### src/design/bls_pkg.sv
// Shared types and constants for the Bresenham line stepper.
// Used by bls_engine, bls_out_reg and the top level; depends on nothing.
package bls_pkg;

    typedef enum logic {
        OP_START = 1'b0,
        OP_STEP  = 1'b1
    } op_t;

    // Step directions of the running line
    typedef struct packed {
        logic steep;
        logic y_neg;
        logic x_neg;
    } dir_t;

    // Control of one result handed from the engine to the result register
    typedef struct packed {
        logic emit;
        logic last;
        logic value;
    } res_ctl_t;

    // Error term carries this many bits above the coordinate width
    localparam int ERR_EXTRA = 3;

endpackage

### src/design/bls_in_reg.sv
// Input register of the line stepper: holds one accepted item until the engine takes it.
// Depends on nothing outside this file.
module bls_in_reg #(
    parameter int COORD_BITS = 10
) (
    input  logic                  clk,
    input  logic                  rst_n,
    input  logic                  in_valid,
    output logic                  in_stall,
    input  logic                  operation,
    input  logic [COORD_BITS-1:0] start_x,
    input  logic [COORD_BITS-1:0] start_y,
    input  logic [COORD_BITS-1:0] end_x,
    input  logic [COORD_BITS-1:0] end_y,
    input  logic                  ink,
    input  logic                  take,
    output logic                  item_valid,
    output logic                  item_op,
    output logic [COORD_BITS-1:0] item_start_x,
    output logic [COORD_BITS-1:0] item_start_y,
    output logic [COORD_BITS-1:0] item_end_x,
    output logic [COORD_BITS-1:0] item_end_y,
    output logic                  item_ink
);

    logic                  valid_reg;
    logic                  valid_next;
    logic                  op_reg;
    logic [COORD_BITS-1:0] start_x_reg;
    logic [COORD_BITS-1:0] start_y_reg;
    logic [COORD_BITS-1:0] end_x_reg;
    logic [COORD_BITS-1:0] end_y_reg;
    logic                  ink_reg;
    logic                  load;

    // Hold the item while the engine cannot take it
    assign in_stall = valid_reg && !take;
    assign load     = in_valid && !in_stall;

    always_comb
    begin
        if (load)
        begin
            valid_next = 1'b1;
        end
        else if (take)
        begin
            valid_next = 1'b0;
        end
        else
        begin
            valid_next = valid_reg;
        end
    end

    always_ff @(posedge clk or negedge rst_n)
    begin
        if (!rst_n)
        begin
            valid_reg <= 1'b0;
        end
        else
        begin
            valid_reg <= valid_next;
        end
    end

    always_ff @(posedge clk)
    begin
        if (load)
        begin
            op_reg      <= operation;
            start_x_reg <= start_x;
            start_y_reg <= start_y;
            end_x_reg   <= end_x;
            end_y_reg   <= end_y;
            ink_reg     <= ink;
        end
    end

    assign item_valid   = valid_reg;
    assign item_op      = op_reg;
    assign item_start_x = start_x_reg;
    assign item_start_y = start_y_reg;
    assign item_end_x   = end_x_reg;
    assign item_end_y   = end_y_reg;
    assign item_ink     = ink_reg;

endmodule

### src/design/bls_engine.sv
// Line state and single-pass step logic: line setup on start, one Bresenham step on a step while a line runs.
// Depends on bls_pkg.
module bls_engine #(
    parameter int COORD_BITS = 10
) (
    input  logic                  clk,
    input  logic                  rst_n,
    input  logic                  item_valid,
    input  logic                  item_op,
    input  logic [COORD_BITS-1:0] item_start_x,
    input  logic [COORD_BITS-1:0] item_start_y,
    input  logic [COORD_BITS-1:0] item_end_x,
    input  logic [COORD_BITS-1:0] item_end_y,
    input  logic                  item_ink,
    input  logic                  out_free,
    output logic                  take,
    output bls_pkg::res_ctl_t     res_ctl,
    output logic [COORD_BITS-1:0] res_x,
    output logic [COORD_BITS-1:0] res_y
);

    localparam int N = COORD_BITS;
    localparam int E = COORD_BITS + bls_pkg::ERR_EXTRA;

    logic [N-1:0]      cur_x_reg, cur_x_next;
    logic [N-1:0]      cur_y_reg, cur_y_next;
    logic [N-1:0]      target_x_reg, target_x_next;
    logic [N-1:0]      target_y_reg, target_y_next;
    logic [E-1:0]      error_reg, error_next;
    logic [N:0]        major_twice_reg, major_twice_next;
    logic [N:0]        minor_twice_reg, minor_twice_next;
    bls_pkg::dir_t     dir_reg, dir_next;
    logic              busy_reg, busy_next;
    logic              ink_reg, ink_next;

    logic              is_start;
    logic              x_neg;
    logic              y_neg;
    logic [N-1:0]      adx;
    logic [N-1:0]      ady;
    logic              steep;
    logic [N-1:0]      maj;
    logic [N-1:0]      mnr;
    logic              point_line;

    logic [E-1:0]      err_sum;
    logic              diag;
    logic [E-1:0]      err_stepped;
    logic              move_x;
    logic              move_y;
    logic [N-1:0]      x_step;
    logic [N-1:0]      y_step;
    logic              reached;

    assign take     = item_valid && out_free;
    assign is_start = (item_op == bls_pkg::OP_START);

    // Line setup
    assign x_neg      = item_end_x < item_start_x;
    assign y_neg      = item_end_y < item_start_y;
    assign adx        = x_neg ? (item_start_x - item_end_x) : (item_end_x - item_start_x);
    assign ady        = y_neg ? (item_start_y - item_end_y) : (item_end_y - item_start_y);
    assign steep      = adx < ady;
    assign maj        = steep ? ady : adx;
    assign mnr        = steep ? adx : ady;
    assign point_line = (item_start_x == item_end_x) && (item_start_y == item_end_y);

    // One step: go diagonal when the error turns positive
    assign err_sum     = error_reg + {{(E-N-1){1'b0}}, minor_twice_reg};
    assign diag        = !err_sum[E-1] && (err_sum != '0);
    assign err_stepped = diag ? (err_sum - {{(E-N-1){1'b0}}, major_twice_reg}) : err_sum;
    assign move_x      = diag || !dir_reg.steep;
    assign move_y      = diag || dir_reg.steep;

    always_comb
    begin
        x_step = cur_x_reg;
        y_step = cur_y_reg;
        if (move_x)
        begin
            x_step = dir_reg.x_neg ? (cur_x_reg - N'(1)) : (cur_x_reg + N'(1));
        end
        if (move_y)
        begin
            y_step = dir_reg.y_neg ? (cur_y_reg - N'(1)) : (cur_y_reg + N'(1));
        end
    end

    assign reached = (x_step == target_x_reg) && (y_step == target_y_reg);

    always_comb
    begin
        cur_x_next       = cur_x_reg;
        cur_y_next       = cur_y_reg;
        target_x_next    = target_x_reg;
        target_y_next    = target_y_reg;
        error_next       = error_reg;
        major_twice_next = major_twice_reg;
        minor_twice_next = minor_twice_reg;
        dir_next         = dir_reg;
        busy_next        = busy_reg;
        ink_next         = ink_reg;
        if (take && is_start)
        begin
            cur_x_next       = item_start_x;
            cur_y_next       = item_start_y;
            target_x_next    = item_end_x;
            target_y_next    = item_end_y;
            error_next       = E'(0) - {{(E-N){1'b0}}, maj};
            major_twice_next = {maj, 1'b0};
            minor_twice_next = {mnr, 1'b0};
            dir_next.steep   = steep;
            dir_next.y_neg   = y_neg;
            dir_next.x_neg   = x_neg;
            busy_next        = !point_line;
            ink_next         = item_ink;
        end
        else if (take && busy_reg)
        begin
            cur_x_next = x_step;
            cur_y_next = y_step;
            error_next = err_stepped;
            busy_next  = !reached;
        end
    end

    always_ff @(posedge clk or negedge rst_n)
    begin
        if (!rst_n)
        begin
            cur_x_reg       <= '0;
            cur_y_reg       <= '0;
            target_x_reg    <= '0;
            target_y_reg    <= '0;
            error_reg       <= '0;
            major_twice_reg <= '0;
            minor_twice_reg <= '0;
            dir_reg         <= '0;
            busy_reg        <= 1'b0;
            ink_reg         <= 1'b0;
        end
        else
        begin
            cur_x_reg       <= cur_x_next;
            cur_y_reg       <= cur_y_next;
            target_x_reg    <= target_x_next;
            target_y_reg    <= target_y_next;
            error_reg       <= error_next;
            major_twice_reg <= major_twice_next;
            minor_twice_reg <= minor_twice_next;
            dir_reg         <= dir_next;
            busy_reg        <= busy_next;
            ink_reg         <= ink_next;
        end
    end

    // A step while idle is consumed and drops without a result
    always_comb
    begin
        res_ctl.emit  = take && (is_start || busy_reg);
        res_ctl.last  = is_start ? point_line : reached;
        res_ctl.value = is_start ? item_ink : ink_reg;
        res_x         = is_start ? item_start_x : x_step;
        res_y         = is_start ? item_start_y : y_step;
    end

endmodule

### src/design/bls_out_reg.sv
// Result register of the line stepper: holds one pixel until the receiver takes it.
// Depends on bls_pkg.
module bls_out_reg #(
    parameter int COORD_BITS = 10
) (
    input  logic                  clk,
    input  logic                  rst_n,
    input  bls_pkg::res_ctl_t     res_ctl,
    input  logic [COORD_BITS-1:0] res_x,
    input  logic [COORD_BITS-1:0] res_y,
    output logic                  out_free,
    output logic                  out_valid,
    input  logic                  out_stall,
    output logic [COORD_BITS-1:0] pixel_x,
    output logic [COORD_BITS-1:0] pixel_y,
    output logic                  pixel_value,
    output logic                  last
);

    logic                  valid_reg;
    logic                  valid_next;
    logic [COORD_BITS-1:0] x_reg;
    logic [COORD_BITS-1:0] y_reg;
    logic                  value_reg;
    logic                  last_reg;

    // Free when empty or when the held pixel transfers this cycle
    assign out_free = !valid_reg || !out_stall;

    assign valid_next = out_free ? res_ctl.emit : valid_reg;

    always_ff @(posedge clk or negedge rst_n)
    begin
        if (!rst_n)
        begin
            valid_reg <= 1'b0;
        end
        else
        begin
            valid_reg <= valid_next;
        end
    end

    always_ff @(posedge clk)
    begin
        if (out_free && res_ctl.emit)
        begin
            x_reg     <= res_x;
            y_reg     <= res_y;
            value_reg <= res_ctl.value;
            last_reg  <= res_ctl.last;
        end
    end

    assign out_valid   = valid_reg;
    assign pixel_x     = x_reg;
    assign pixel_y     = y_reg;
    assign pixel_value = value_reg;
    assign last        = last_reg;

endmodule

### src/design/bresenham_line_stepper_core.sv
// Bresenham line stepper, top level.
// Instantiates bls_in_reg, bls_engine and bls_out_reg; uses bls_pkg.
//
// Usage:
//   Input channel (in_valid / in_stall) carries operation, both endpoints and ink.
//   operation = start loads a line and yields its first pixel; operation = step
//   yields the next pixel. A step with no line in progress yields nothing.
//   Output channel (out_valid / out_stall) carries pixel_x, pixel_y, pixel_value
//   and last; last marks the end point, after which the line is finished.
//   Path: an item is held in the input register and its pixel in the result register.
//   Throughput: one item per cycle while the receiver does not stall, set by the
//   combinational update of the line state (error add/subtract and coordinate
//   step) between input and result registers.
//   Receiver stall: the result register holds its pixel; the input register then
//   holds one more item and in_stall rises until the result transfers.
//   Reset: all line state clears, no line is in progress, both registers empty.
module bresenham_line_stepper_core #(
    parameter int COORD_BITS = 10
) (
    input  logic                  clk,
    input  logic                  rst_n,
    input  logic                  in_valid,
    output logic                  in_stall,
    input  logic                  operation,
    input  logic [COORD_BITS-1:0] start_x,
    input  logic [COORD_BITS-1:0] start_y,
    input  logic [COORD_BITS-1:0] end_x,
    input  logic [COORD_BITS-1:0] end_y,
    input  logic                  ink,
    output logic                  out_valid,
    input  logic                  out_stall,
    output logic [COORD_BITS-1:0] pixel_x,
    output logic [COORD_BITS-1:0] pixel_y,
    output logic                  pixel_value,
    output logic                  last
);

    logic                  take;
    logic                  item_valid;
    logic                  item_op;
    logic [COORD_BITS-1:0] item_start_x;
    logic [COORD_BITS-1:0] item_start_y;
    logic [COORD_BITS-1:0] item_end_x;
    logic [COORD_BITS-1:0] item_end_y;
    logic                  item_ink;
    logic                  out_free;
    bls_pkg::res_ctl_t     res_ctl;
    logic [COORD_BITS-1:0] res_x;
    logic [COORD_BITS-1:0] res_y;

    bls_in_reg #(
        .COORD_BITS (COORD_BITS)
    ) u_in_reg (
        .clk          (clk),
        .rst_n        (rst_n),
        .in_valid     (in_valid),
        .in_stall     (in_stall),
        .operation    (operation),
        .start_x      (start_x),
        .start_y      (start_y),
        .end_x        (end_x),
        .end_y        (end_y),
        .ink          (ink),
        .take         (take),
        .item_valid   (item_valid),
        .item_op      (item_op),
        .item_start_x (item_start_x),
        .item_start_y (item_start_y),
        .item_end_x   (item_end_x),
        .item_end_y   (item_end_y),
        .item_ink     (item_ink)
    );

    bls_engine #(
        .COORD_BITS (COORD_BITS)
    ) u_engine (
        .clk          (clk),
        .rst_n        (rst_n),
        .item_valid   (item_valid),
        .item_op      (item_op),
        .item_start_x (item_start_x),
        .item_start_y (item_start_y),
        .item_end_x   (item_end_x),
        .item_end_y   (item_end_y),
        .item_ink     (item_ink),
        .out_free     (out_free),
        .take         (take),
        .res_ctl      (res_ctl),
        .res_x        (res_x),
        .res_y        (res_y)
    );

    bls_out_reg #(
        .COORD_BITS (COORD_BITS)
    ) u_out_reg (
        .clk         (clk),
        .rst_n       (rst_n),
        .res_ctl     (res_ctl),
        .res_x       (res_x),
        .res_y       (res_y),
        .out_free    (out_free),
        .out_valid   (out_valid),
        .out_stall   (out_stall),
        .pixel_x     (pixel_x),
        .pixel_y     (pixel_y),
        .pixel_value (pixel_value),
        .last        (last)
    );

endmodule

### config.mk
export PLATFORM = sky130hd
export DESIGN_NAME = bresenham_line_stepper_core
export DESIGN_NICKNAME = d
export VERILOG_FILES = /design/src/design/bls_pkg.sv /design/src/design/bls_in_reg.sv /design/src/design/bls_engine.sv /design/src/design/bls_out_reg.sv /design/src/design/bresenham_line_stepper_core.sv
export SDC_FILE = /design/constraint.sdc
export NUM_CORES = 1
export LEC_CHECK = 0
export CAP_MARGIN = 20
export CELL_PAD_IN_SITES_DETAIL_PLACEMENT = 1
export CELL_PAD_IN_SITES_GLOBAL_PLACEMENT = 2
export CORE_UTILIZATION = 44
export CTS_CLUSTER_SIZE = 8
export DETAILED_ROUTE_END_ITERATION = 8
export DONT_BUFFER_PORTS = 1
export MAX_ROUTING_LAYER = met4
export PLACE_DENSITY_LB_ADDON = 0.1
export SYNTH_ARGS = -nofsm -noshare
export SYNTH_HDL_FRONTEND = slang
export SYNTH_SLANG_ARGS = --single-unit
export TNS_END_PERCENT = 10
### constraint.sdc
create_clock -name clk -period 14.63 [get_ports clk]
set_input_delay 2.926 -clock clk [delete_from_list [all_inputs] [get_ports clk]]
set_output_delay 2.926 -clock clk [all_outputs]
set_load 0.02 [all_outputs]
==> impl_metrics.json, run 1 <==
{
  "cts_tree": "yes",
  "syn_area_sq_um": 10270,
  "ctsRootBufferMaster": "clkbuf_16",
  "overflow": 0,
  "ant_nets": 0,
  "postCtsResizedCells": 0,
  "die_h_um": 154.8,
  "grt_pass1_wl_um": 49360,
  "clk_path_buf_depth": 2,
  "drt_first_iter_violations": 585,
  "port_buffers": 0,
  "cts_htree_levels": 4,
  "drive_gt1_share_pct": 6.796,
  "syn-num-nets": 1268,
  "rsz0062_at_grt": "no",
  "hold_path_class": "reg -> reg",
  "crit_slowest_cell": "a2111oi_0",
  "antenna_found_initial": 1,
  "worstPathArrival_ns": 6.65,
  "row_count": 55,
  "vias_per_cell": 5.807,
  "die-area_sq_um": 23960,
  "grt_max_degree": 81,
  "ys_ff_latch": 144,
  "gp_congestion": 0.8990,
  "synth_edf_count": 64,
  "synthArstFlopShare_pct": 55.56,
  "power_density_nw_per_um2": 268.5,
  "cts_buffers": 17,
  "wl_um": 31520,
  "first_pass_iters": 5,
  "finalSetupViolCount": 0,
  "critical_path_class": "reg -> reg",
  "synth_area_leader_cell": "dfrtp_1",
  "design_area_sq_um": 11140,
  "worst_pin_slew_ns": 1.009,
  "num_io_pins": 70,
  "synth_ff_type": "dfrtp_1",
  "drv_cap": 0,
  "place_hpwl_um": 24000,
  "area_growth_pct": 8.391,
  "fin_crit_sh_pct": 43.45,
  "nets": 1258,
  "placed_area_sq_um": 10570,
  "largest_reg_flops": 13,
  "netlist-cell-type-count": 82,
  "drcViolationCount": 0,
  "clk_latency_ns": 0.44,
  "status": "finished, final reports clean",
  "avgSynthCellArea_sq_um": 9.092,
  "ys_seq_area_share_pct": 38.19,
  "synth_most_common_cell": "nand2_1",
  "synth_top_area_share_pct": 19.49,
  "dr_total_vias": 8409,
  "wl_per_cell_um": 21.77,
  "fin_crit_ns": 6.357,
  "grt_pass1_vias": 8572,
  "hold_violations": 0,
  "end_kind": "register",
  "cp_max_fo": 17,
  "core_sq_um": 22780,
  "path_cells": "inv_1, ha_1, inv_1, fa_1, a21o_1, a21o_1, a2111oi_0, nor2_1, a2111oi_0, a21oi_1, xor2_1, ha_1, a2111oi_0, o21ai_0, a21oi_1, nor2_2, mux2_2, ha_1, nor4bb_1, and3_1, and3_1, o31ai_1",
  "finalPower_mw": 2.990,
  "synth_area_leaders": "dfrtp_1 (19%), edfxtp_1 (19%), ha_1 (10%)",
  "fin_tns_setup_ns": 0,
  "synth-xor-area-share_pct": 5.821,
  "start_util_pct": 45.10,
  "synthMuxAreaShare_pct": 3.861,
  "finalMaxSlewViolations": 0,
  "slew-limit-headroom_pct": 32.71,
  "grt_usage_pct": 28.28,
  "leakage_nw": 4.908,
  "syn_inst": 1130,
  "stdcell_count": 1448,
  "fin_skew_ns": 0.01352,
  "synth_adder_area_share_pct": 11.79,
  "postCtsHoldBufs": 0,
  "required_ns": 14.93,
  "clk_pin_slew_worst_paths_ns": 0.06,
  "cp_slowest_stage_delay_ns": 0.77,
  "synth_top_family_by_area": "compound AO/OA/AOI/OAI gates",
  "postCtsSetupBuffers": 0,
  "place_inst": 1413,
  "synth.top_cells.by_count": "nand2_1 (182), o21ai_0 (94), inv_1 (93), ha_1 (84), dfrtp_1 (80)",
  "cts_sinks": 144,
  "yosysWarnings": 0,
  "synth-compound-area-share_pct": 20.34,
  "synth-simple-area-share_pct": 15.20,
  "fp.dieW_um": 154.8,
  "ir_drop_uv": 88.38,
  "max_freq_mhz": 157.3,
  "start_kind": "register"
}
worst paths after layout:
| kind | from | slack (ns) | depth (start not counted) | to |
|---|---|---|---|---|
| setup / recovery | u_in_reg.item_end_x[0] | 8.27 | 22 | u_engine.error_reg[11] |
| setup reg to reg | u_in_reg.item_end_x[0] | 8.27 | 22 | u_engine.error_reg[11] |
| hold reg to reg | u_engine.ink_reg | 0.48 | 2 | u_engine.ink_reg |
| hold / removal | u_engine.ink_reg | 0.48 | 2 | u_engine.ink_reg |
| max in group asynchronous | rst_n | 12.24 | 0 | u_engine.error_reg[12] |
| min in group asynchronous | rst_n | 2.18 | 0 | u_engine.ink_reg |
cell usage in the layout (no fill, tap or decap), types with 10 or more instances in the layout:
cell       synthesis  routed
nand2_1          182     182
o21ai_0           94      94
inv_1             93      93
ha_1              84      84
dfrtp_1           80      80
a21oi_1           67      67
edfxtp_1          64      64
nor2_1            62      60
xnor2_1           31      31
xor2_1            31      31
a21o_1            25      25
mux2i_1           25      25
nor3_1            23      23
clkbuf_16          0      17
nor2b_1           16      16
o21a_1            14      14
mux2_2            13      13
a211oi_1          12      12
o211ai_1          12      12
nand3_1           13      12
nor4_1            10      10
kinds of logic after synthesis:
kind of cell / Yosys count
simple gates: 347
buf+inv: 129
mux: 38
xor+xnor: 65
flops: 144
compound gates: 315
fa+ha+maj: 92
cell type report:
cell class                      instances  area [sq um]
Antenna cell                            2         5.005
Multi-Input combinational cell        857          5868
Clock inverter                         13         116.4
Inverter                               94         352.8
Clock buffer                           19         432.9
Fill cell                            2657         11640
Sequential cell                       144          3924
Timing Repair Buffer                    6         45.04
Tap cell                              313         391.6
where the power goes:
part           leakage [nW]  total (mW)  internal (mW)  switching [mW]
clock                 0.253       0.419          0.234           0.186
sequential             1.60       0.711          0.561           0.150
combinational          3.06        1.86          0.743            1.12
critical path: cells and delay by family, from the launching register on:
| family | cells | cell delay [ns] |
|---|---|---|
| simple gates | 5 | 1.56 |
| flops | 1 | 0.42 |
| buf+inv | 2 | 0.14 |
| fa+ha+maj | 4 | 1.00 |
| xor+xnor | 1 | 0.21 |
| mux | 1 | 0.27 |
| compound gates | 9 | 2.61 |
through the flow:
step	worst slack (ns)	utilization [%]	hold WS, ns
after floorplan	8.540	-	0.4365
after global placement	8.522	46.42	0.4594
after detailed placement	8.330	46.42	0.4636
after CTS	8.209	48.83	0.4844
after global routing	7.734	48.88	0.5119
final	8.273	48.89	0.4773
per-layer routing:
layer	routed length [um]	global-route usage, %
met1	16050	40.61
met2	13980	42.30
met3	1038	3.642
met4	448	6.648
met5	0	-
Note: power is estimated with default switching activity, not from simulation.
==> run 2: changes to the inputs <==
--- a/config.mk
+++ b/config.mk
@@ -8,7 +8,7 @@
 export CAP_MARGIN = 20
 export CELL_PAD_IN_SITES_DETAIL_PLACEMENT = 1
 export CELL_PAD_IN_SITES_GLOBAL_PLACEMENT = 2
-export CORE_UTILIZATION = 44
+export CORE_UTILIZATION = 41
 export CTS_CLUSTER_SIZE = 8
 export DETAILED_ROUTE_END_ITERATION = 8
 export DONT_BUFFER_PORTS = 1
==> constraint.sdc (replaced) <==
create_clock -name clk -period 5.95 [get_ports clk]
set_input_delay 1.19 -clock clk [delete_from_list [all_inputs] [get_ports clk]]
set_output_delay 1.19 -clock clk [all_outputs]
set_load 0.02 [all_outputs]
==> run 2 against run 1 <==
Total power rose to 2.5 times the previous value; clock skew rose by 0.0065 ns; combinational power rose to 2.5 times the previous value; sequential power rose by 150%; fmax rose by 14%; clock-buffer cell count rose by 2; via count fell by 0.62%.
==> impl_metrics.json, run 2 (synthesis gave the netlist of run 1 again) <==
{
  "status": "finished, final reports clean",
  "rsz0062_at_grt": "yes",
  "gp_congestion": 0.8986,
  "antenna_cells": 0,
  "fin_ws_ns": 0.3615,
  "nets": 1267,
  "grt_max_degree": 81,
  "hold_path_class": "in -> async",
  "area_growth_pct": 10.52,
  "vias_per_cell": 5.701,
  "finalSetupViolCount": 0,
  "postCtsHoldBufs": 0,
  "slew-limit-headroom_pct": 26.13,
  "die_h_um": 160.3,
  "drt_first_iter_violations": 475,
  "place_hpwl_um": 25100,
  "wl_per_cell_um": 22.50,
  "worst_pin_slew_ns": 1.094,
  "first_pass_iters": 4,
  "drive_gt1_share_pct": 8.581,
  "cts_sinks": 144,
  "fin_crit_ns": 5.589,
  "finalMaxSlewViolations": 0,
  "clk_latency_ns": 0.44,
  "largest_reg_flops": 13,
  "dr_total_vias": 8357,
  "port_buffers": 0,
  "critical_path_class": "reg -> reg",
  "clk_path_buf_depth": 2,
  "postCtsResizedCells": 0,
  "start_util_pct": 42.00,
  "ant_nets": 0,
  "cts_htree_levels": 4,
  "drv_cap": 0,
  "antenna_found_initial": 0,
  "num_io_pins": 70,
  "place_ws_ns": 0.06363,
  "fin_crit_sh_pct": 93.92,
  "grt_pass1_vias": 8472,
  "start_kind": "register",
  "drcViolationCount": 0,
  "grt_pass1_wl_um": 51230,
  "max_freq_mhz": 178.9,
  "leakage_nw": 5.018,
  "hold_violations": 0,
  "overflow": 0,
  "grt_usage_pct": 27.28,
  "cts_buffers": 17,
  "core_sq_um": 24460,
  "end_kind": "register",
  "wl_um": 32980,
  "ctsRootBufferMaster": "clkbuf_16",
  "mostFrequentLayoutCells": "nand2_1 (181), o21ai_0 (94), inv_1 (93)",
  "postCtsSetupBuffers": 0,
  "design_area_sq_um": 11350,
  "clk_pin_slew_worst_paths_ns": 0.07,
  "fp.dieW_um": 160.3,
  "cts_tree": "yes",
  "required_ns": 6.28,
  "final_common_cell": "nand2_1",
  "row_count": 57,
  "fin_skew_ns": 0.02006,
  "ir_drop_uv": 368.1,
  "placed_area_sq_um": 10660,
  "power_density_nw_per_um2": 669.6,
  "whs_ns": 0.4552,
  "worstPathArrival_ns": 5.92,
  "die-area_sq_um": 25690,
  "cp_max_fo": 7
}
-- run 2: power by group --
| group | switching (mW) | leakage, nW | internal [mW] |
|---|---|---|---|
| logic | 2.78 | 3.11 | 1.89 |
| clock network | 0.483 | 0.307 | 0.691 |
| registers | 0.378 | 1.60 | 1.38 |
| total | 3.64 | 5.02 | 3.96 |
-- run 2: area by class of cell --
class | instances | area, sq um
clock buffer | 21 | 493.0
clock inverter | 11 | 140.1
fill | 2820 | 13110
inverter | 94 | 352.8
multi-input combinational | 857 | 5927
sequential | 144 | 3924
tap | 324 | 405.4
timing repair buffer | 15 | 112.6
-- run 2: worst paths after layout --
kind                                                  start                          end  slack [ns]  cells past startpoint
max in group asynchronous                             rst_n     u_engine.target_x_reg[7]        5.35                      0
worst max register to register       u_in_reg.item_end_x[0]       u_engine.error_reg[12]        0.36                     24
min in group clk                u_engine.major_twice_reg[9]  u_engine.major_twice_reg[9]        0.48                      2
worst min register to register  u_engine.major_twice_reg[9]  u_engine.major_twice_reg[9]        0.48                      2
worst max-delay path                 u_in_reg.item_end_x[0]       u_engine.error_reg[12]        0.36                     24
worst min-delay path                                  rst_n  u_engine.major_twice_reg[6]        0.46                      0
-- run 2: worst max-delay path, cell delays in order (launching register included) --
cell and delay, ns:
edfxtp_1 0.42, inv_1 0.08, ha_1 0.16, inv_1 0.05, fa_1 0.40, a21o_1 0.18
a21o_1 0.23, a2111o_1 0.47, nand2_2 0.19, mux2i_1 0.26, nand3_1 0.11, xnor2_1 0.31
inv_1 0.14, ha_1 0.31, nand2_1 0.06, nor3_1 0.24, a21oi_2 0.11, nor2_2 0.20
mux2_2 0.37, ha_1 0.24, nor4bb_2 0.19, buf_4 0.17, and3_1 0.17, and3_1 0.20
a211oi_1 0.21
-- run 2: metal layers --
layer / vias to the layer above / wire length [um] / GRT usage, % / part of all wire (%)
li1: 4035 / - / - / -
met1: 4127 / 16190 / 38.26 / 49
met2: 166 / 15000 / 41.42 / 45
met3: 29 / 1378 / 4.106 / 4.2
met4: 0 / 416 / 6.320 / 1.3
met5: - / 0 / - / 0
-- run 2: stage by stage --
stage          utilization (%)  TNS, ns  power [mW]  instances
2_1_floorplan                -        0       5.106       1130
3_3_place_gp             43.59        0       6.325       1434
3_5_place_dp             43.59        0       6.372       1434
4_1_cts                  46.18        0       7.591       1466
5_1_grt                  46.42  -0.1342       8.233       1466
6_report                 46.42        0       7.603       1466
==> run 3: changes to the inputs <==
--- a/config.mk
+++ b/config.mk
@@ -8,6 +8,7 @@
 export CAP_MARGIN = 20
 export CELL_PAD_IN_SITES_DETAIL_PLACEMENT = 1
 export CELL_PAD_IN_SITES_GLOBAL_PLACEMENT = 2
+export CORE_ASPECT_RATIO = 2
 export CORE_UTILIZATION = 41
 export CTS_CLUSTER_SIZE = 8
 export DETAILED_ROUTE_END_ITERATION = 8
==> run 3 against run 2 <==
Final cell count grew 0.82%; register-to-register slack is essentially flat; highest routed layer unchanged; critical path type unchanged; setup slack lost 0.015 ns; hold slack lost 0.020 ns; critical endpoint is now u_engine.error_reg[11]; global-route usage grew 1.3 points; first-iteration DRC count shrank 18%; non-clock buffer count grew 4.
==> impl_metrics.json, run 3 (synthesis gave the netlist of run 1 again) <==
{
  "ant_nets": 0,
  "postCtsSetupBuffers": 0,
  "slew-limit-headroom_pct": 27.11,
  "finalSetupViolCount": 0,
  "fp.dieW_um": 113.9,
  "r2r_start": "u_in_reg.item_end_x[0]",
  "finalMaxSlewViolations": 0,
  "end_kind": "register",
  "max_freq_mhz": 178.5,
  "cts_htree_levels": 4,
  "wl_per_cell_um": 23.03,
  "core_sq_um": 24530,
  "grt_usage_pct": 28.59,
  "power_density_nw_per_um2": 668.3,
  "grt_pass1_wl_um": 52050,
  "fin_crit_ns": 5.603,
  "first_pass_iters": 5,
  "clk_pin_slew_worst_paths_ns": 0.06,
  "worst_pin_slew_ns": 1.093,
  "num_io_pins": 70,
  "fin_tns_setup_ns": 0,
  "area_growth_pct": 10.28,
  "antenna_found_initial": 0,
  "cts_buffers": 17,
  "start_util_pct": 41.89,
  "vias_per_cell": 5.704,
  "overflow": 0,
  "drv_cap": 0,
  "worstPathArrival_ns": 5.92,
  "nets": 1271,
  "place_hpwl_um": 26280,
  "die_h_um": 225.9,
  "ctsRootBufferMaster": "clkbuf_16",
  "grt_max_degree": 81,
  "clk_latency_ns": 0.45,
  "fin_crit_sh_pct": 94.18,
  "place_ws_ns": 0.2900,
  "dr_total_vias": 8430,
  "postCtsHoldBufs": 0,
  "hold_violations": 0,
  "grt_pass1_vias": 9132,
  "cts_sinks": 144,
  "critical_path_class": "reg -> reg",
  "cts_tree": "yes",
  "drt_first_iter_violations": 389,
  "fin_ws_ns": 0.3465,
  "antenna_cells": 0,
  "ir_drop_uv": 279.1,
  "leakage_nw": 5.007,
  "start_kind": "register",
  "whs_ns": 0.4356,
  "critPathLaunch": "u_in_reg.item_end_x[0]",
  "clk_path_buf_depth": 2,
  "status": "finished, final reports clean",
  "port_buffers": 0,
  "row_count": 81,
  "fillers": 2885,
  "hold_path_class": "in -> async",
  "largest_reg_flops": 13,
  "required_ns": 6.26,
  "mostFrequentLayoutCells": "nand2_1 (181), o21ai_0 (94), inv_1 (93)",
  "gp_congestion": 0.9373,
  "drcViolationCount": 0,
  "die-area_sq_um": 25730,
  "cp_max_fo": 12,
  "wl_um": 34040,
  "fin_skew_ns": 0.007438,
  "drive_gt1_share_pct": 8.464,
  "final_common_cell": "nand2_1"
}
-- run 3: cell count changes in the layout (fill, tap and decap cells not counted), sizes merged --
cell / change
clkinv: +3
clkbuf: -3
buf: +4
-- run 3: timing repair --
item | in CTS | in global routing
resized for setup | 0 | 8
hold endpoints to repair | 0 | 0
setup endpoints to repair | 0 | 8
-- run 3: path summary, 6_finish.rpt --
kind,end,slack (ns),depth (start not counted)
setup / recovery,u_engine.error_reg[11],0.35,22
hold / removal,u_engine.cur_x_reg[3],0.44,0
setup reg to reg,u_engine.error_reg[11],0.35,22
hold reg to reg,u_engine.ink_reg,0.48,2
max in group asynchronous,u_engine.cur_y_reg[4],5.33,0
min in group clk,u_engine.ink_reg,0.48,2
-- run 3: layout make-up --
class / count / area [sq um] / share of cell area (%)
clock buffers: 18 / 429.2 / 3.788
clock inverters: 14 / 155.1 / 1.369
inverters: 94 / 352.8 / 3.114
multi-input cells: 857 / 5911 / 52.17
flip-flops and latches: 144 / 3924 / 34.63
well taps: 332 / 415.4 / 3.666
repair buffers: 19 / 142.6 / 1.259
-- run 3: per-stage QoR --
step / cells / power (mW) / area [sq um] / util, %
global placement: 1446 / 6.414 / 10700 / 43.64
finish: 1478 / 7.572 / 11330 / 46.19
global route: 1478 / 8.153 / 11330 / 46.19
detailed placement: 1446 / 6.468 / 10700 / 43.64
CTS: 1478 / 7.611 / 11290 / 46.02
floorplan: 1130 / 5.106 / 10270 / -
-- run 3: where the power goes --
part	leakage, nW	internal [mW]	switching, mW
Combinational	3.13	1.89	2.85
Clock	0.284	0.623	0.469
Sequential	1.60	1.38	0.362
Total	5.01	3.89	3.68
-- run 3: worst max-delay path, cell delays in order (launching register included) --
cell and delay [ns]:
edfxtp_1 0.41, inv_1 0.09, ha_1 0.17, inv_1 0.06, fa_1 0.40, a21o_1 0.18, a21o_1 0.22, a2111oi_0 0.58
nor2_1 0.23, a2111oi_0 0.44, a21oi_1 0.11, xor2_1 0.20, ha_1 0.21, a2111oi_0 0.35, o21ai_0 0.18, a21oi_2 0.20
nor2_4 0.11, buf_4 0.19, mux2i_1 0.20, nor4bb_2 0.41, and3_1 0.19, and3_1 0.27, o31ai_1 0.09
-- run 3: layer usage --
metal | global-route usage (%) | part of all wire (%)
met4 | 13.70 | 4.3
met5 | - | 0
met2 | 52.49 | 55
met3 | 3.838 | 2.5
met1 | 29.55 | 38
